**src/hdl/parallel_flash_command_interface_assert.svh**
```systemverilog
// assertion macros for the flash interface rtl, included by pfci_ctrl
`ifndef PARALLEL_FLASH_COMMAND_INTERFACE_ASSERT_SVH
`define PARALLEL_FLASH_COMMAND_INTERFACE_ASSERT_SVH

// same-cycle implication, checked out of reset
`define PFCI_ASSERT_NOW(lbl, clk, rstn, ante, cons, msg) \
    lbl: assert property (@(posedge clk) disable iff (!(rstn)) (ante) |-> (cons)) \
        else $error(msg);

// next-cycle implication, checked out of reset
`define PFCI_ASSERT_NEXT(lbl, clk, rstn, ante, cons, msg) \
    lbl: assert property (@(posedge clk) disable iff (!(rstn)) (ante) |=> (cons)) \
        else $error(msg);

`endif

```
**src/hdl/pfci_pkg.sv**
```systemverilog
package pfci_pkg;

    localparam int ADDR_BITS_DEF  = 18;
    localparam int PAGE_BYTES_DEF = 128;

    localparam int ADDR_W     = 18;
    localparam int ADDR_MAX_W = 24;
    localparam int DATA_W     = 8;
    localparam int S_TDATA_W  = 32;
    localparam int M_TDATA_W  = 8;
    localparam int APB_ADDR_W = 3;
    localparam int APB_DATA_W = 32;
    localparam int CMD_W      = 15;

    localparam logic [CMD_W-1:0] ADR_A = 15'h5555;
    localparam logic [CMD_W-1:0] ADR_B = 15'h2AAA;

    localparam logic [DATA_W-1:0] BYTE_UNLOCK_A = 8'hAA;
    localparam logic [DATA_W-1:0] BYTE_UNLOCK_B = 8'h55;
    localparam logic [DATA_W-1:0] CMD_RESET     = 8'hF0;
    localparam logic [DATA_W-1:0] CMD_ID        = 8'h90;
    localparam logic [DATA_W-1:0] CMD_ERASE_SET = 8'h80;
    localparam logic [DATA_W-1:0] CMD_SDP_OFF   = 8'h20;
    localparam logic [DATA_W-1:0] CMD_CHIP_ERS  = 8'h10;
    localparam logic [DATA_W-1:0] CMD_PAGE_LOAD = 8'hA0;
    localparam logic [DATA_W-1:0] ERASED_BYTE   = 8'hFF;

    localparam logic [DATA_W-1:0] MAKER_ID_RST = 8'hBF;
    localparam logic [DATA_W-1:0] PART_ID_RST  = 8'h10;

    localparam logic REG_MAKER_ID = 1'b0;
    localparam logic REG_PART_ID  = 1'b1;

    typedef enum logic [1:0] {
        RD_ZERO,
        RD_MAKER,
        RD_PART,
        RD_ARRAY
    } pfci_rdsel_t;

    typedef struct packed {
        logic accept;
        logic load_direct;
        logic load_mem;
    } pfci_ctrl_t;

    typedef struct packed {
        logic        mem_we;
        logic        mem_re;
        pfci_rdsel_t rd_sel;
        logic        busy;
    } pfci_act_t;

endpackage

```
**src/hdl/pfci_ctrl.sv**
```systemverilog
module pfci_ctrl (
    input  logic                 aclk,
    input  logic                 aresetn,
    input  logic                 s_tvalid,
    output logic                 s_tready,
    output logic                 m_tvalid,
    input  logic                 m_tready,
    input  pfci_pkg::pfci_act_t  act,
    output pfci_pkg::pfci_ctrl_t ctrl
);
    import pfci_pkg::*;

    `include "parallel_flash_command_interface_assert.svh"

    localparam logic ST_IDLE = 1'b0;
    localparam logic ST_RD   = 1'b1;

    logic state_reg;
    logic state_next;
    logic out_valid_reg;
    logic out_valid_next;

    assign s_tready         = (state_reg == ST_IDLE) && (!out_valid_reg || m_tready);
    assign m_tvalid         = out_valid_reg;
    assign ctrl.accept      = s_tvalid && s_tready;
    assign ctrl.load_direct = ctrl.accept && !act.mem_re;
    assign ctrl.load_mem    = (state_reg == ST_RD);

    always_comb begin
        state_next = state_reg;
        unique case (state_reg)
            ST_IDLE: begin
                if (ctrl.accept && act.mem_re) begin
                    state_next = ST_RD;
                end
            end
            ST_RD: begin
                state_next = ST_IDLE;
            end
            default: begin
                state_next = ST_IDLE;
            end
        endcase
    end

    always_comb begin
        out_valid_next = out_valid_reg;
        if (ctrl.load_direct || ctrl.load_mem) begin
            out_valid_next = 1'b1;
        end else if (m_tready) begin
            out_valid_next = 1'b0;
        end
    end

    always_ff @(posedge aclk) begin
        if (!aresetn) begin
            state_reg     <= ST_IDLE;
            out_valid_reg <= 1'b0;
        end else begin
            state_reg     <= state_next;
            out_valid_reg <= out_valid_next;
        end
    end

    `PFCI_ASSERT_NOW(a_rd_out_empty, aclk, aresetn, state_reg == ST_RD, !out_valid_reg, "output busy during array read")
    `PFCI_ASSERT_NEXT(a_rd_entered, aclk, aresetn, ctrl.accept && act.mem_re, state_reg == ST_RD, "array read not started")
    `PFCI_ASSERT_NEXT(a_rd_delivers, aclk, aresetn, state_reg == ST_RD, out_valid_reg && state_reg == ST_IDLE, "array read result lost")

endmodule

```
**config.mk**
```make
export PLATFORM = sky130hd
export DESIGN_NAME = pfci_ctrl
export DESIGN_NICKNAME = d
export VERILOG_FILES = /design/src/hdl/pfci_pkg.sv /design/src/hdl/pfci_ctrl.sv
export VERILOG_INCLUDE_DIRS = /design/src /design/src/hdl
export SDC_FILE = /design/constraint.sdc
export NUM_CORES = 1
export LEC_CHECK = 0
export BUFFER_PORTS_ARGS = -buffer_cell sky130_fd_sc_hd__buf_2
export CAP_MARGIN = 10
export CORE_AREA = 3 3 40 42
export DETAILED_ROUTE_END_ITERATION = 6
export DIE_AREA = 0 0 43 45
export HOLD_SLACK_MARGIN = 0.05
export PLACE_DENSITY = 0.37
export SLEW_MARGIN = 30
export SYNTH_ARGS = -nofsm -noshare
export SYNTH_HDL_FRONTEND = slang
export SYNTH_SLANG_ARGS = --single-unit
```
**constraint.sdc**
```tcl
create_clock -name aclk -period 1.3 [get_ports aclk]
set_clock_uncertainty 0.1 [all_clocks]
set_input_delay 0.065 -clock aclk [delete_from_list [all_inputs] [get_ports aclk]]
set_output_delay 0.065 -clock aclk [all_outputs]
set_load 0.005 [all_outputs]
```
# --- Word level (Yosys, flattened, before mapping) ---
# Cells that the tools add are included.
totals:
  reg_bits: 2
  word_cells: 16
  inputBits: 9
  output_inout_bits: 5
classes:
  n_reduce_logical: 9
  bitwise: 1
  mux: 4
op_table:
  columns: ["op", "count"]
  rows:
  - ["1-bit logical AND", 4]
  - ["1-bit two-way mux", 3]
  - ["1-bit zero test", 2]
  - ["1-bit logical OR", 2]
  - ["1-bit case mux with 2 select lines", 1]
  - ["2-bit nonzero test", 1]
  - ["1-bit inverter", 1]

# --- Depth between registers and ports, before layout ---
# Gate-level depths: netlist of the first run.
depth:
  ltp_word: 7
  ltp_mapped: 2
  depth_no_buf: 2

# --- Worst setup path before layout of the first run ---
# No wires, ideal clock.
synth_timing:
  path_type: "register to register"
  start: "reg out_valid_reg (netlist: m_tvalid)"
  end: "reg out_valid_reg (netlist: m_tvalid)"
  path_buffers: 0
  arrival_ps: 689
  setup_ps: 120
  t_required_ps: 1080
  path_slack_ps: 391
  stages_incl_launch_ff: 3
  synth_period_minus_slack_ps: 909
  path_cell_list: "dfxtp_1 nor2b_4 o31a_1"
synth_via:
  elab_chain_cells: 7
  word_cells_on_any_way: 8
  classes_between: "1 x mux; 7 x reduce/logical"
synth_rtl:
  columns: ["element", "line", "source"]
  rows:
  - ["from (decl)", "pfci_ctrl.sv:20", "logic out_valid_reg;"]
  - ["from (signal assigned)", "pfci_ctrl.sv:61", "out_valid_reg <= out_valid_next;"]
  - ["1-bit zero test (*)", "pfci_ctrl.sv:23", "assign s_tready = (state_reg == ST_IDLE) && (!out_valid_reg || m_tready);"]
  - ["1-bit logical OR (*)", "pfci_ctrl.sv:23", null]
  - ["1-bit logical AND (*)", "pfci_ctrl.sv:23", null]
  - ["1-bit logical AND (*)", "pfci_ctrl.sv:25", "assign ctrl.accept = s_tvalid && s_tready;"]
  - ["1-bit logical AND (*)", "pfci_ctrl.sv:26", "assign ctrl.load_direct = ctrl.accept && !act.mem_re;"]
  - ["1-bit logical OR (*)", "pfci_ctrl.sv:48", "if (ctrl.load_direct || ctrl.load_mem) begin"]
  - ["1-bit two-way mux or 2-bit nonzero test (tied branches)", null, null]
# Every way passes the cells marked *; elsewhere a longest branch is shown, timed or not.
# A chain may end at the register's enable or synchronous reset.

==> results.toml, run 1 <==
[clocking]
clk_root_buffer_cell = "clkbuf_4"
htreeDepth = 1
cts_tree = "built"
cts.repair.resized = 0
cts_buffer_depth = 2
clkLatencyLatePin_ns = 0.23
clk_pin_slew_worst_paths_ns = 0.03
numCtsBuffers = 3
cts_num_sinks = 2

[setup_path]
required_ns = 1.13
crit_fanout = 4
path_cells = "dlygate4sd3_1 > buf_2 > nor4b_2 > buf_2"
criticalPathCategory = "in -> out"
critPathTopFamily = "buffers and inverters"
arrival_ns = 1.03
critPathSlowestCell = "dlygate4sd3_1"
crit_buf_inv = 3
crit_top_cell = "buf_2"
startpoint_type = "input port"
max_stage_delay_ns = 0.52
cp-end-kind = "output pin"

[sta]
rsz0062_at_grt = "false"
worst_slew_pin_slew_ns = 0.2334
tns_ns = 0
hold_violations = 0
slew_violations = 0
holdWs_ns = 0.1101
finalCriticalPeriod_ns = 1.197
relSlewSlack_pct = 84.42
finalSetupViolCount = 0
fmax_mhz = 835.5
period_share_pct = 92.07

[synth]
ys_warn_count = 0
synth-seq-area-share_pct = 32.99
synth_fp_nets = 20
syn_inst = 11
syn_avg_cell_area_um2 = 11.03
synth_area_leaders = "dfxtp_1 33%, nor4b_2 25%, nor2b_4 11%"
synth.cell_area_um2 = 121.4
synth_seq_cells = 2
yosys.area.top_type_share_pct = 32.99
yosysTopAreaCell = "dfxtp_1"
synth_cell_types = 9

[place]
io_buffers = 9
dpl_cell_area_um2 = 177.7
gp_congestion = 0.6303

[global_route]
grt_antenna_before_repair = 0
grt_max_degree = 7
grt_pass1_vias = 154
groute.usage.overall_pct = 5.648
grt_first_pass_wirelength_um = 696
grt-ovfl-total = 0

[layout]
mostFrequentLayoutCells = "9 x buf_2, 3 x clkbuf_4, 3 x dlygate4sd3_1, 2 x nor4b_2, 2 x dfxtp_1"
drive_gt1_share_pct = 60.00
fin_nets = 36
final_cell_area_um2 = 230.2
area_delta_synth_final_pct = 89.69
insertedDiodeCount = 0
final_common_cell = "buf_2"
fin_util_pct = 17.92

[floorplan]
fp.dieArea_um2 = 1935
boundaryPins = 14
die_y_um = 45
initial_core_util_pct = 9.445
row_count = 13
fp.coreArea_um2 = 1285
die_w_um = 43

[pwr]
vdd_drop_max_v = 0.0004290
power_density_nw_per_um2 = 1096
finalPower_w = 0.0002524
leakagePower_nw = 0.1008

[detailed_routing]
vias_per_cell = 3.325
wl_per_cell_um = 9.075
first_iter_violations = 1
drc = 0
vias = 133
drtAntennaViolNets = 0
wl_um = 363
dr.pass1.iters = 2

[run_status]
status = "finished, final reports clean"

[flow_run]
max_cap_viol_count = 0

[worst_hold_path]
hp-class = "in -> reg"
power by group:
part,leakage [nW],internal (W),total (W),switching [W]
sequential,0.0165,0.0000655,0.0000691,0.00000358
combinational,0.0705,0.0000271,0.0000435,0.0000164
clock,0.0138,0.000102,0.000140,0.0000378
worst paths after layout:
path                            startpoint        end  slack [ns]  cells past startpoint
worst max-delay path              s_tvalid    ctrl[1]        0.10                      4
worst min-delay path                act[3]   m_tvalid        0.11                      3
worst max register to register    m_tvalid   m_tvalid        0.38                      2
worst min register to register   state_reg  state_reg        0.46                      1
layer usage:
layer / vias up / wire length (µm) / share of wire, % / GRT usage (%)
li1: 68 / - / - / -
met1: 52 / 198 / 55 / 5.981
met3: 0 / 83 / 23 / 7.968
met4: 0 / 0 / 0 / 1.807
met5: - / 0 / 0 / 0
met2: 13 / 81 / 22 / 5.988
synthesized netlist by cell type (all sizes together):
cell / number
dfxtp: 2
nor2b: 2
nor4b: 2
buf: 1
nand2: 1
nor2: 1
nor3b: 1
o31a: 1
cell type report:
type                    count  area [µm²]
fillers                   146        1055
repair buffers             12       75.07
multi-input cells           8       73.82
flip-flops and latches      2       40.04
clock buffers               3       22.52
well taps                  15       18.77
kinds of logic after synthesis:
family                 Yosys count  synth area share (%)
AO/OA/AOI/OAI                    1                 7.218
buffers and inverters            1                 6.188
flip-flops                       2                 32.99
AND/OR/NAND/NOR                  7                 53.61
through the flow:
stage          std cells  setup WS [ns]
4_1_cts               40        0.08268
5_1_grt               40       0.007686
3_3_place_gp          34         0.3620
2_1_floorplan         11         0.3914
6_report              40         0.1031
3_5_place_dp          34         0.3466
worst reg2reg max path, delay by kind of cell (launching register included):
kind / cells / cell delay (ns)
flops: 1 / 0.30
simple gates: 1 / 0.14
compound gates: 1 / 0.26
repair_timing:
item	CTS	global route
setup buffers	0	0
hold buffers	3	0
hold endpoints to repair	2	0
Power figures use the tool's default switching activity.
==> run 2: changes to the inputs <==
- BUFFER_PORTS_ARGS: -buffer_cell sky130_fd_sc_hd__buf_2 -> default
- CELL_PAD_IN_SITES_DETAIL_PLACEMENT: default -> 0
- CELL_PAD_IN_SITES_GLOBAL_PLACEMENT: default -> 1
- DONT_BUFFER_PORTS: default -> 1
- PLACE_DENSITY: 0.37 -> 0.33
==> results.toml, run 2 (synthesis gave the netlist of run 1 again) <==
[detailed_routing]
vias_per_cell = 3.281
wl_um = 297
first_iter_violations = 7
drtAntennaViolNets = 0
vias = 105
dr.pass1.iters = 2
wl_per_cell_um = 9.281
drc = 0

[setup_path]
crit_fanout = 5
r2r_slack_ns = 0.36
criticalPathCategory = "in -> out"
cp-startpoint = "m_tready"
r2r-start = "m_tvalid"
worstRegToRegCells = 2
worstReg2RegEnd = "m_tvalid"
required_ns = 1.13
arrival_ns = 0.96
cp-end-kind = "output pin"
endpoint = "ctrl[1]"
startpoint_type = "input port"

[floorplan]
row_count = 13
fp.dieArea_um2 = 1935
die_y_um = 45
initial_core_util_pct = 9.445
fp.coreArea_um2 = 1285
boundaryPins = 14
die_w_um = 43

[pwr]
p_switching_w = 0.00004990
p_comb_share_pct = 12.5
p_int_w = 0.0001859
finalPower_w = 0.0002359
p_seq_share_pct = 29.6
p_clk_share_pct = 57.9
leakagePower_nw = 0.06697
vdd_drop_max_v = 0.0003288
power_density_nw_per_um2 = 1208
sw_frac_of_total_pct = 21.16

[clocking]
htreeDepth = 1
cts_num_sinks = 2
numCtsBuffers = 3
clk_root_buffer_cell = "clkbuf_4"
cts_tree = "built"
clkLatencyLatePin_ns = 0.22
cts.repair.resized = 0
cts_buffer_depth = 2

[sta]
rsz0062_at_grt = "false"
slew_violations = 0
fmax_mhz = 886.6
finalWorstSetupSlack_ns = 0.1721
hold_violations = 0
holdWs_ns = 0.05738
worst_slew_pin_slew_ns = 0.2594
period_share_pct = 86.76
finalCriticalPeriod_ns = 1.128
tns_ns = 0
finalSetupViolCount = 0
relSlewSlack_pct = 82.67

[global_route]
grt_pass1_vias = 115
grt_antenna_before_repair = 0
groute.usage.overall_pct = 4.489
grt-ovfl-total = 0
grt_max_degree = 7
grt_first_pass_wirelength_um = 503

[flow_run]
max_cap_viol_count = 0

[run_status]
status = "finished, final reports clean"

[place]
gp_congestion = 0.5895
dpl_cell_area_um2 = 132.6
dpl_worst_slack_ns = 0.3476
dp_hpwl_um = 232.7
io_buffers = 0

[layout]
mostFrequentLayoutCells = "4 x dlygate4sd3_1, 3 x clkbuf_4, 2 x nor4b_2, 2 x dfxtp_1"
fin_nets = 28
final_common_cell = "dlygate4sd3_1"
insertedDiodeCount = 0
drive_gt1_share_pct = 35.29
final_cell_area_um2 = 195.2
area_delta_synth_final_pct = 60.83

[worst_hold_path]
hp-class = "in -> out"
run 2: cell types whose count changed in the layout (fill, tap and decap cells not counted):
cell and change:
buf_2 -9, dlygate4sd3_1 +1
run 2: final cells by class:
class                           instances  area, µm²
Fill cell                             145       1090
Clock buffer                            3      22.52
Timing Repair Buffer                    4      40.04
Multi-Input combinational cell          8      73.82
Tap cell                               15      18.77
Sequential cell                         2      40.04
run 2: worst max-delay path, stage by stage:
cell and delay (ns):
dlygate4sd3_1 0.57, nor2b_4 0.07, nor4b_2 0.26
run 2: worst min path at each step:
stage | startpoint | end | slack, ns | cells after the start
4_1_cts | act[3] | ctrl[1] | 0.06 | 1
5_1_grt | act[3] | ctrl[1] | 0.06 | 1
2_1_floorplan | act[3] | ctrl[1] | 0.05 | 1
6_report | act[3] | ctrl[1] | 0.06 | 1
3_5_place_dp | act[3] | ctrl[1] | 0.06 | 1
3_3_place_gp | act[3] | ctrl[1] | 0.06 | 1
run 2: power groups by stage:
stage               registers (W)  clock network [W]   logic, W
floorplan               0.0000695                  0  0.0000184
global placement        0.0000708                  0  0.0000188
detailed placement      0.0000708                  0  0.0000187
CTS                     0.0000700           0.000145  0.0000304
global route            0.0000701           0.000159  0.0000323
finish                  0.0000698           0.000136  0.0000296
run 2: per-stage QoR:
stage	utilization, %	cells
4_1_cts	15.19	32
5_1_grt	15.19	32
2_1_floorplan	-	11
3_5_place_dp	10.32	25
3_3_place_gp	10.32	25
6_report	15.19	32
run 2: per-layer routing:
| layer | vias to the layer above | global-route usage, % | part of all wire [%] |
|---|---|---|---|
| met5 | - | 0 | 0 |
| met4 | 0 | 5.422 | 0 |
| met3 | 0 | 6.375 | 19 |
| met2 | 9 | 3.892 | 41 |
| met1 | 45 | 3.837 | 40 |
| li1 | 51 | - | - |
run 2: timing repair:
action                    in CTS  in global routing
buffers inserted               0                  0
hold buffers                   4                  0
hold endpoints to repair       2                  0
