## src/hdl/parallel_flash_command_interface_assert.svh

```systemverilog
// assertion macros for the flash interface rtl, included by pfci_ctrl
`ifndef PARALLEL_FLASH_COMMAND_INTERFACE_ASSERT_SVH
`define PARALLEL_FLASH_COMMAND_INTERFACE_ASSERT_SVH

// same-cycle implication, checked out of reset
`define PFCI_ASSERT_NOW(lbl, clk, rstn, ante, cons, msg) \
    lbl: assert property (@(posedge clk) disable iff (!(rstn)) (ante) |-> (cons)) \
        else $error(msg);

// next-cycle implication, checked out of reset
`define PFCI_ASSERT_NEXT(lbl, clk, rstn, ante, cons, msg) \
    lbl: assert property (@(posedge clk) disable iff (!(rstn)) (ante) |=> (cons)) \
        else $error(msg);

`endif

```

## src/hdl/pfci_pkg.sv

```systemverilog
package pfci_pkg;

    localparam int ADDR_BITS_DEF  = 18;
    localparam int PAGE_BYTES_DEF = 128;

    localparam int ADDR_W     = 18;
    localparam int ADDR_MAX_W = 24;
    localparam int DATA_W     = 8;
    localparam int S_TDATA_W  = 32;
    localparam int M_TDATA_W  = 8;
    localparam int APB_ADDR_W = 3;
    localparam int APB_DATA_W = 32;
    localparam int CMD_W      = 15;

    localparam logic [CMD_W-1:0] ADR_A = 15'h5555;
    localparam logic [CMD_W-1:0] ADR_B = 15'h2AAA;

    localparam logic [DATA_W-1:0] BYTE_UNLOCK_A = 8'hAA;
    localparam logic [DATA_W-1:0] BYTE_UNLOCK_B = 8'h55;
    localparam logic [DATA_W-1:0] CMD_RESET     = 8'hF0;
    localparam logic [DATA_W-1:0] CMD_ID        = 8'h90;
    localparam logic [DATA_W-1:0] CMD_ERASE_SET = 8'h80;
    localparam logic [DATA_W-1:0] CMD_SDP_OFF   = 8'h20;
    localparam logic [DATA_W-1:0] CMD_CHIP_ERS  = 8'h10;
    localparam logic [DATA_W-1:0] CMD_PAGE_LOAD = 8'hA0;
    localparam logic [DATA_W-1:0] ERASED_BYTE   = 8'hFF;

    localparam logic [DATA_W-1:0] MAKER_ID_RST = 8'hBF;
    localparam logic [DATA_W-1:0] PART_ID_RST  = 8'h10;

    localparam logic REG_MAKER_ID = 1'b0;
    localparam logic REG_PART_ID  = 1'b1;

    typedef enum logic [1:0] {
        RD_ZERO,
        RD_MAKER,
        RD_PART,
        RD_ARRAY
    } pfci_rdsel_t;

    typedef struct packed {
        logic accept;
        logic load_direct;
        logic load_mem;
    } pfci_ctrl_t;

    typedef struct packed {
        logic        mem_we;
        logic        mem_re;
        pfci_rdsel_t rd_sel;
        logic        busy;
    } pfci_act_t;

endpackage

```

## src/hdl/pfci_cmd.sv

```systemverilog
module pfci_cmd #(
    parameter int ADDR_BITS  = pfci_pkg::ADDR_BITS_DEF,
    parameter int PAGE_BYTES = pfci_pkg::PAGE_BYTES_DEF
) (
    input  logic                          aclk,
    input  logic                          aresetn,
    input  pfci_pkg::pfci_ctrl_t          ctrl,
    input  logic                          req_type,
    input  logic [pfci_pkg::ADDR_W-1:0]   address,
    input  logic [pfci_pkg::DATA_W-1:0]   write_data,
    output pfci_pkg::pfci_act_t           act,
    output logic [ADDR_BITS-1:0]          mem_addr,
    output logic [pfci_pkg::DATA_W-1:0]   mem_wdata
);
    import pfci_pkg::*;

    localparam logic [2:0] PH_IDLE        = 3'd0;
    localparam logic [2:0] PH_AA1         = 3'd1;
    localparam logic [2:0] PH_CMD1        = 3'd2;
    localparam logic [2:0] PH_ERASE_SETUP = 3'd3;
    localparam logic [2:0] PH_AA2         = 3'd4;
    localparam logic [2:0] PH_CMD2        = 3'd5;
    localparam logic [2:0] PH_PAGE_FIRST  = 3'd6;

    logic [2:0]           phase_reg, phase_next;
    logic                 id_mode_reg, id_mode_next;
    logic                 page_open_reg, page_open_next;
    logic [ADDR_BITS-1:0] page_base_reg, page_base_next;
    logic                 protect_reg, protect_next;
    logic [ADDR_BITS:0]   erase_ptr_reg, erase_ptr_next;

    logic [ADDR_MAX_W-1:0] addr_ext;
    logic [ADDR_BITS-1:0]  addr;
    logic [CMD_W-1:0]      cmd_addr;
    logic [ADDR_BITS-1:0]  page_diff;
    logic [ADDR_BITS:0]    erase_pos;
    logic                  busy;
    logic                  start;
    logic                  unlock_b;
    logic                  in_page;

    assign addr_ext  = ADDR_MAX_W'(address);
    assign addr      = addr_ext[ADDR_BITS-1:0];
    assign cmd_addr  = addr[CMD_W-1:0];
    assign busy      = (erase_ptr_reg != '0);
    assign erase_pos = erase_ptr_reg - 1'b1;
    assign page_diff = addr - page_base_reg;
    assign start     = (cmd_addr == ADR_A) && (write_data == BYTE_UNLOCK_A);
    assign unlock_b  = (cmd_addr == ADR_B) && (write_data == BYTE_UNLOCK_B);
    assign in_page   = page_open_reg && (phase_reg == PH_IDLE) && (addr >= page_base_reg)
                       && (page_diff < ADDR_BITS'(PAGE_BYTES));

    always_comb begin
        phase_next     = phase_reg;
        id_mode_next   = id_mode_reg;
        page_open_next = page_open_reg;
        page_base_next = page_base_reg;
        protect_next   = protect_reg;
        erase_ptr_next = erase_ptr_reg;
        act.mem_we     = 1'b0;
        act.mem_re     = 1'b0;
        act.rd_sel     = RD_ZERO;
        act.busy       = busy;
        mem_addr       = addr;
        mem_wdata      = write_data;

        if (busy) begin
            act.mem_we     = 1'b1;
            mem_addr       = erase_pos[ADDR_BITS-1:0];
            mem_wdata      = ERASED_BYTE;
            erase_ptr_next = erase_ptr_reg[ADDR_BITS] ? '0 : erase_ptr_reg + 1'b1;
        end else if (!req_type) begin
            page_open_next = 1'b0;
            if (id_mode_reg) begin
                act.rd_sel = addr[0] ? RD_PART : RD_MAKER;
            end else begin
                act.rd_sel = RD_ARRAY;
                act.mem_re = 1'b1;
            end
        end else if (in_page) begin
            act.mem_we = 1'b1;
        end else begin
            page_open_next = 1'b0;
            unique case (phase_reg)
                PH_AA1: begin
                    phase_next = start ? PH_AA1 : (unlock_b ? PH_CMD1 : PH_IDLE);
                end
                PH_CMD1: begin
                    phase_next = PH_IDLE;
                    if (cmd_addr == ADR_A) begin
                        unique case (write_data)
                            CMD_RESET: begin
                                id_mode_next = 1'b0;
                            end
                            CMD_ID: begin
                                id_mode_next = 1'b1;
                            end
                            CMD_PAGE_LOAD: begin
                                protect_next = 1'b1;
                                phase_next   = PH_PAGE_FIRST;
                            end
                            CMD_ERASE_SET: begin
                                phase_next = PH_ERASE_SETUP;
                            end
                            default: begin
                                phase_next = PH_IDLE;
                            end
                        endcase
                    end
                end
                PH_ERASE_SETUP: begin
                    phase_next = start ? PH_AA2 : PH_IDLE;
                end
                PH_AA2: begin
                    phase_next = unlock_b ? PH_CMD2 : PH_IDLE;
                end
                PH_CMD2: begin
                    phase_next = PH_IDLE;
                    if ((cmd_addr == ADR_A) && (write_data == CMD_CHIP_ERS)) begin
                        erase_ptr_next = (ADDR_BITS + 1)'(1);
                    end else if ((cmd_addr == ADR_A) && (write_data == CMD_SDP_OFF)) begin
                        protect_next = 1'b0;
                    end else if (start) begin
                        phase_next = PH_AA1;
                    end
                end
                PH_PAGE_FIRST: begin
                    page_base_next = addr;
                    page_open_next = 1'b1;
                    act.mem_we     = 1'b1;
                    phase_next     = PH_IDLE;
                end
                default: begin
                    if (start) begin
                        phase_next = PH_AA1;
                    end else begin
                        phase_next = PH_IDLE;
                        act.mem_we = !protect_reg;
                    end
                end
            endcase
        end
    end

    always_ff @(posedge aclk) begin
        if (!aresetn) begin
            phase_reg     <= PH_IDLE;
            id_mode_reg   <= 1'b0;
            page_open_reg <= 1'b0;
            page_base_reg <= '0;
            protect_reg   <= 1'b1;
            erase_ptr_reg <= '0;
        end else if (ctrl.accept) begin
            phase_reg     <= phase_next;
            id_mode_reg   <= id_mode_next;
            page_open_reg <= page_open_next;
            page_base_reg <= page_base_next;
            protect_reg   <= protect_next;
            erase_ptr_reg <= erase_ptr_next;
        end
    end

endmodule

```

## config.mk

```make
export PLATFORM = sky130hd
export DESIGN_NAME = pfci_cmd
export DESIGN_NICKNAME = d
export VERILOG_FILES = /design/src/hdl/parallel_flash_command_interface_assert.svh /design/src/hdl/pfci_pkg.sv /design/src/hdl/pfci_cmd.sv
export SDC_FILE = /design/constraint.sdc
export NUM_CORES = 1
export LEC_CHECK = 0
export ABC_CLOCK_PERIOD_IN_PS = 2900
export BUFFER_PORTS_ARGS = -buffer_cell sky130_fd_sc_hd__buf_2
export CAP_MARGIN = 20
export CORE_MARGIN = 1
export CORE_UTILIZATION = 41
export CTS_BUF_LIST = sky130_fd_sc_hd__clkbuf_8
export CTS_CLUSTER_SIZE = 10
export DETAILED_ROUTE_END_ITERATION = 12
export SLEW_MARGIN = 30
export SYNTH_ARGS = -nofsm -noshare
export SYNTH_HDL_FRONTEND = slang
export SYNTH_SLANG_ARGS = --single-unit
```

## constraint.sdc

```tcl
create_clock -name aclk -period 2.9 [get_ports aclk]
set_input_delay 0.29 -clock aclk [delete_from_list [all_inputs] [get_ports aclk]]
set_output_delay 0.29 -clock aclk [all_outputs]
set_load 0.01 [all_outputs]
```

**Yosys cells after proc, flatten, opt, wreduce, memory -nomap -nowiden**

Cells that the tools add are included.

- Word-level logic and storage cells: 94
- Register bits after elaboration: 43
- Output and inout bits: 31

- Muxes and demuxes: 37
- $lt $le $gt $ge: 2
- Reductions and logical operators: 22
- Equality and inequality tests: 22
- $add $sub $neg: 3
- Bitwise operators: 2

Operators with widths:

| kind | count |
|---|---|
| $mux W19 | 6 |
| $eq A8 B8 Y1 const B | 5 |
| $mux W3 | 7 |
| $add A19 B1 Y19 const B | 1 |
| $reduce_bool A19 Y1 | 1 |
| $ge A18 B18 Y1 | 1 |
| $lt A18 B8 Y1 const B | 1 |
| $mux W18 | 1 |
| $pmux W3 S6 | 1 |
| $sub A18 B1 Y18 const B | 1 |
| $sub A18 B18 Y18 | 1 |
| $eq A15 B14 Y1 const B | 1 |
| $eq A15 B15 Y1 const B | 1 |
| $mux W1 | 13 |
| $ne A2 B2 Y1 const B | 5 |
| $reduce_and A5 Y1 | 2 |
| $reduce_bool A2 Y1 | 5 |
| $eq A3 B3 Y1 const B | 3 |
| $reduce_and A9 Y1 | 1 |
| $eq A8 B5 Y1 const B | 1 |
| $eq A8 B6 Y1 const B | 1 |
| $eq A8 B7 Y1 const B | 1 |
| $mux W2 | 4 |
| $mux W8 | 1 |
| other kinds (13) | 23 |

**Longest topological paths before layout**

Gate-level depths: netlist (run 1).

- Word-level depth: 7
- Gate-level depth with buffers: 12
- Mapped depth without buffers: 11

**Least setup slack after synthesis (run 1)**

Ideal clock, no wire load.

- Kind: flip-flop to output port
- From: reg page_base_reg[2]
- To: out act[4] in the netlist's numbering
- Setup slack: -87 ps
- Arrival: 2,697 ps
- Data required time: 2,610 ps
- Cell stages (with the launch flop): 12
- Cell sequence: dfxtp_1 inv_1 ha_1 o211ai_1 a21oi_1 o21a_1 or3_1 a2111oi_2 nand4_1 or4_4 a21o_2 nand2_1

RTL lines:

| what | line | RTL |
|---|---|---|
| start, declared | pfci_cmd.sv:28 | `logic [ADDR_BITS-1:0] page_base_reg, page_base_next;` |
| start signal, assigned | pfci_cmd.sv:157 | `page_base_reg <= page_base_next;` |
| end, declared | pfci_cmd.sv:11 | `output pfci_pkg::pfci_act_t act,` |

==> results of run 1 <==
[cells by family (layout without fill, tap and decap cells)]
kind of cell,Yosys count,after routing,synth area share
mux,7,7,0.01860
xor+xnor,21,21,0.04713
buf+inv,60,174,0.06316
compound gates,141,141,0.2302
fa+ha+maj,20,20,0.06412
simple gates,264,264,0.3562
flops,43,43,0.2206
[critical path, cell delays in order, from the launching register on]
cell      delay [ns]
dfxtp_2         0.34
inv_2           0.04
ha_4            0.26
buf_6           0.08
nand4_1         0.09
a21o_1          0.21
a211o_1         0.33
a211oi_2        0.29
a2111o_1        0.18
nand3_1         0.06
or4_4           0.56
a21o_2          0.21
nand2_2         0.06
buf_6           0.10
[routing by layer]
metal / GRT usage / part of all wire / up-vias
met5: 0 / 0 / -
met4: 0.04072 / 0.0063 / 0
met3: 0.03795 / 0.061 / 6
met2: 0.4247 / 0.47 / 119
met1: 0.3530 / 0.46 / 2046
li1: - / - / 2181
[cell type report]
cell class              instances  area (um^2)
fillers                       894         4160
clock inverters                 2        13.76
well taps                     129        161.4
inverters                      30        112.6
flip-flops and latches         43        868.3
repair buffers                137        914.6
multi-input cells             453         2940
clock buffers                   5        68.82
[through the flow]
stage	power [uW]	instance area, um^2	util	TNS [ns]	hold slack [ns]
final	1301	5080	0.5498	-2.226	0.2915
after global routing	1366	5080	0.5498	-2.807	0.2935
after CTS	1313	5020	0.5433	-2.061	0.2792
after detailed placement	905.1	4762	0.5154	-0.8976	0.4456
after global placement	904.3	4762	0.5154	-0.7832	0.4406
after floorplan	754.1	3909	-	0	0.4248
[worst min-delay path by stage]
stage	slack (ns)	end	from
2_1_floorplan	0.42	page_base_reg[10]	address[10]
3_3_place_gp	0.44	page_base_reg[11]	page_base_reg[11]
3_5_place_dp	0.45	page_base_reg[13]	page_base_reg[13]
4_1_cts	0.28	page_base_reg[16]	address[16]
5_1_grt	0.29	page_base_reg[17]	address[17]
6_report	0.29	page_base_reg[17]	address[17]
[report_power, final]
| part | leakage [uW] | switching, uW | internal (uW) |
|---|---|---|---|
| registers | 0.000349 | 0.0000230 | 590 |
| clock network | 0.0000440 | 222 | 165 |
| logic | 0.00173 | 170 | 153 |
| total | 0.00212 | 393 | 908 |
[what timing repair did]
action / in CTS / in global routing
setup endpoints to repair: 11 / 23
hold endpoints to repair: 0 / 0
resized for setup: 23 / 18
buffers inserted: 6 / 2
hold buffers: 0 / 0
pin swaps: 10 / 13
[cells in the final DEF, fill, tap and decap left out, drive strengths merged, types with 3 or more instances in the layout]
| master | synthesis | layout |
|---|---|---|
| clkbuf | 18 | 5 |
| nand4b | 3 | 3 |
| a21boi | 25 | 25 |
| dfxtp | 43 | 43 |
| and3 | 14 | 14 |
| ha | 20 | 20 |
| or4 | 3 | 3 |
| buf | 12 | 137 |
| or3 | 14 | 14 |
| o21ai | 52 | 52 |
| o21a | 6 | 6 |
| inv | 30 | 30 |
| nor3 | 14 | 14 |
| nor2 | 51 | 51 |
| a21oi | 21 | 21 |
| nand4 | 10 | 10 |
| nor2b | 5 | 5 |
| nand3 | 14 | 14 |
| a31oi | 7 | 7 |
| a211oi | 6 | 6 |
| nor4b | 4 | 4 |
| nand4bb | 3 | 3 |
| mux2i | 5 | 5 |
| o31ai | 5 | 5 |
| nand2b | 6 | 6 |
| xnor2 | 13 | 13 |
| nor4 | 7 | 7 |
| and2 | 14 | 14 |
| nand3b | 3 | 3 |
| xor2 | 8 | 8 |
| nand2 | 90 | 90 |
| a21o | 6 | 6 |
==> results.cfg, run 1 <==
[outcome]
status = complete, but fails checks
violations = negative setup slack

[global_route]
grt-ovfl-total = 0
grt_pass1_wl_mm = 20.12
grt_pass1_vias = 4127
grt_util_all_layers = 0.2546
antenna_found_initial = 0
grt_max_degree = 47

[placed_design]
port_buffers = 60
dp.cells = 785
dp_hpwl_mm = 9.352
place.gp.congestion = 0.9064
pre_cts_ws_ns = -0.3145

[logic_synthesis]
postSynthAreaPerCell_um2 = 7.019
synth_nets = 608
synth.area.top_cells = dfxtp_1 (22%), nand2_1 (8.7%), ha_1 (6.4%), o21ai_0 (4.9%), nor2_1 (4.8%)
async_reset_ff_frac = 0
yosysWarnings = 0
yosys_most_used_dff = dfxtp_1
syn-instance-count = 556
syn_area_um2 = 3902
synth.top_cell.area_share = 0.2206
ys_seq_area_frac = 0.2206
synth_edf_count = 0
yosysMostFrequentCell = nand2_1
synth_seq_cells = 43
ys_top_cells_by_count = nand2_1 (90), nor2_1 (50), dfxtp_1 (43), o21ai_0 (38), inv_1 (29)
ys_types = 68
synth_top_area_cell = dfxtp_1

[setup_path]
worstSetupStartpointType = flip-flop
crit_path_end = act[4]
crit_start = page_base_reg[2]
crit_path_max_fanout = 3
r2r_cells = 17
critPathArrivalTime_ns = 3.10
end_kind = output port
r2r_start = page_base_reg[2]
required_ns = 2.61
crit_type = reg -> out
r2r_slack_ns = -0.45
r2r-end = phase_reg[0]

[pwr]
ir_drop_v = 0.0002060
power_density_nw_per_um2 = 256.1
p_leak_uw = 0.002119

[sta]
rsz0062_at_grt = yes
tightest_slew_ns = 0.7470
hold_viol = 0
period_share = 1.168
timing.max_slew.rel_slack = 0.5020
post-route-min-period_ns = 3.389
fmax_mhz = 295.1
worst_slack_ns = -0.4885
setup_viol = 5
slew_violations = 0
fin_skew_ns = 0.008765

[clock_network]
clk_pin_slew_ns = 0.09
htreeDepth = 2
cts_sinks = 43
clockBufferDepth = 2
clkLatencyLatePin_ns = 0.30
cts_buffers = 5
cts_tree = done
clockRootBuffer = clkbuf_8

[final_layout]
nNetsFinal = 722
stdcell_count = 799
layout-drive-gt1-share = 0.2836
largest_reg_flops = 19
syn2layout_area_growth_pct = 30.17
diodes = 0

[flow_run]
cap_violations = 0

[detailed_routing]
num_vias = 4352
drt_iter0_markers = 221
viasPerCell = 5.447
dr.pass1.iters = 4
wl_per_cell_um = 15.29
finalWirelength_mm = 12.22
ant_nets = 0
drc = 0

[floorplan]
start_util = 0.4223
dieArea_um2 = 9912
core_area_um2 = 9240
die_h_um = 99.56
rows = 35
io_pins = 63
dieWidth_um = 99.56

[hold_path]
min_delay_path_depth = 3
hold_class = in -> reg
Note: power is estimated with default switching activity, not from simulation.
==> inputs of run 2 (changes only) <==
CORE_MARGIN = 5   (was 1)
RECOVER_POWER = 100   (was not set)
==> run 2 against run 1 <==
The flow still finishes with violations (negative setup slack). Cell area shrank 2.3%. Combinational power is essentially flat. Via count fell by 0.39%. Critical path depth down 1. Final cell count is 0.75% lower. First-iteration DRC count up 26%. Register-to-register slack gained 0.42 ns. Routed wire length grew 4.5%. Worst hold slack worse by 0.024 ns. Flip-flop and latch count unchanged. Clock-buffer cell count up 1. Critical path type unchanged.
==> results.cfg, run 2 (synthesis results as in run 1) <==
[clock_network]
clkLatencyLatePin_ns = 0.31
cts_buffers = 5
clockRootBuffer = clkbuf_8
clk_pin_slew_ns = 0.10
clockBufferDepth = 2
htreeDepth = 2
holdBufCountCts = 0
cts_tree = done
cts_sinks = 43

[sta]
hold_viol = 0
fmax_mhz = 295.6
slew_violations = 0
fin_skew_ns = 0.01339
tightest_slew_ns = 0.7823
tns_ns = -0.9740
timing.max_slew.rel_slack = 0.4785
rsz0062_at_grt = yes
worst_slack_ns = -0.4826
post-route-min-period_ns = 3.383
setup_viol = 21
period_share = 1.166
hold_slack_ns = 0.2670

[final_layout]
diodes = 0
layout-drive-gt1-share = 0.2605
syn2layout_area_growth_pct = 27.16
nNetsFinal = 715
nFillCells = 927
final_cell_mix = nand2_1 (89), buf_4 (66), buf_2 (55), nor2_1 (51), dfxtp_1 (39)
layout_commonest_cell = nand2_1
largest_reg_flops = 19

[detailed_routing]
wl_per_cell_um = 16.11
drt_iter0_markers = 279
finalWirelength_mm = 12.78
ant_nets = 0
viasPerCell = 5.467
dr.pass1.iters = 5
drc = 0
num_vias = 4335

[floorplan]
dieWidth_um = 107.6
start_util = 0.4223
core_area_um2 = 9240
dieArea_um2 = 11570
rows = 35
die_h_um = 107.6
io_pins = 63

[setup_path]
worstSetupStartpointType = flip-flop
slowest_delay_ns = 0.55
critPathArrivalTime_ns = 3.09
crit_family = simple AND/OR/NAND/NOR gates
end_kind = output port
path_cells = inv_2, ha_4, o211ai_1, a21oi_2, o21a_1, or3_1, a2111oi_2, nand4_1, or4_4, a21o_2, nand2_2, buf_6
crit_type = reg -> out
crit_path_max_fanout = 2
critPathBufInv = 2
slowest_stage = or4_4
required_ns = 2.61

[global_route]
grt_util_all_layers = 0.2230
antenna_found_initial = 0
grt_pass1_wl_mm = 20.67
grt_pass1_vias = 4133
grt_max_degree = 47
grt-ovfl-total = 0

[outcome]
violations = negative setup slack
status = complete, but fails checks

[flow_run]
cap_violations = 0

[pwr]
p_leak_uw = 0.002079
power_density_nw_per_um2 = 272.0
ir_drop_v = 0.0001850

[placed_design]
dp_hpwl_mm = 9.958
place.gp.congestion = 0.9353
port_buffers = 60

[hold_path]
hold_class = in -> reg
-- run 2: area by class of cell --
type                    instances  area (um^2)  share of cell area
clock buffers                   6        82.58             0.01664
clock inverters                 2        13.76            0.002774
inverters                      30        112.6             0.02269
multi-input cells             453         2892              0.5827
flip-flops and latches         43        865.8              0.1745
well taps                     129        161.4             0.03253
repair buffers                130        834.6              0.1682
-- run 2: worst reg2reg max path, cell delays in order, from the launching register on --
cell and delay [ns]:
dfxtp_2 0.34, inv_2 0.04, ha_4 0.20, o211ai_1 0.22
a21oi_2 0.06, o21a_1 0.19, or3_1 0.36, a2111oi_2 0.35
nand4_1 0.12, or4_4 0.55, buf_4 0.16, nor2b_4 0.13
mux2i_1 0.11
-- run 2: metal layers --
layer	share of wire	up-vias	global-route usage
met4	0.029	0	0.07574
met1	0.48	1992	0.3153
met5	0	-	0
met2	0.44	149	0.3459
met3	0.061	23	0.03119
li1	-	2171	-
-- run 2: worst paths after layout --
kind | start | end | slack (ns) | depth (start not counted)
hold reg to reg | page_base_reg[7] | page_base_reg[7] | 0.46 | 2
setup / recovery | page_base_reg[2] | act[4] | -0.48 | 12
hold / removal | address[16] | page_base_reg[16] | 0.27 | 3
setup reg to reg | page_base_reg[2] | phase_reg[1] | -0.03 | 12
-- run 2: timing repair --
action                                  4_1_cts  5_1_grt
buffers inserted                              1        1
resized for setup                            17       11
endpoints found under the setup margin        7       23
pin swaps                                     7        7
endpoints found under the hold margin         0        0
-- run 2: per-stage QoR --
stage / util / setup WS, ns / area [um^2] / instances / power (uW)
after CTS: 0.5358 / -0.4651 / 4951 / 792 / 1367
after global routing: 0.5370 / -0.6340 / 4962 / 793 / 1411
after global placement: 0.5137 / -0.2747 / 4747 / 783 / 910.1
final: 0.5370 / -0.4826 / 4962 / 793 / 1350
after detailed placement: 0.5137 / -0.3233 / 4747 / 783 / 910.7
after floorplan: - / 0.007158 / 3909 / 556 / 754.1
-- run 2: power by group --
group	leakage, uW	internal, uW	switching [uW]
sequential	0.000348	590	0.0000225
combinational	0.00168	149	173
clock	0.0000516	196	242
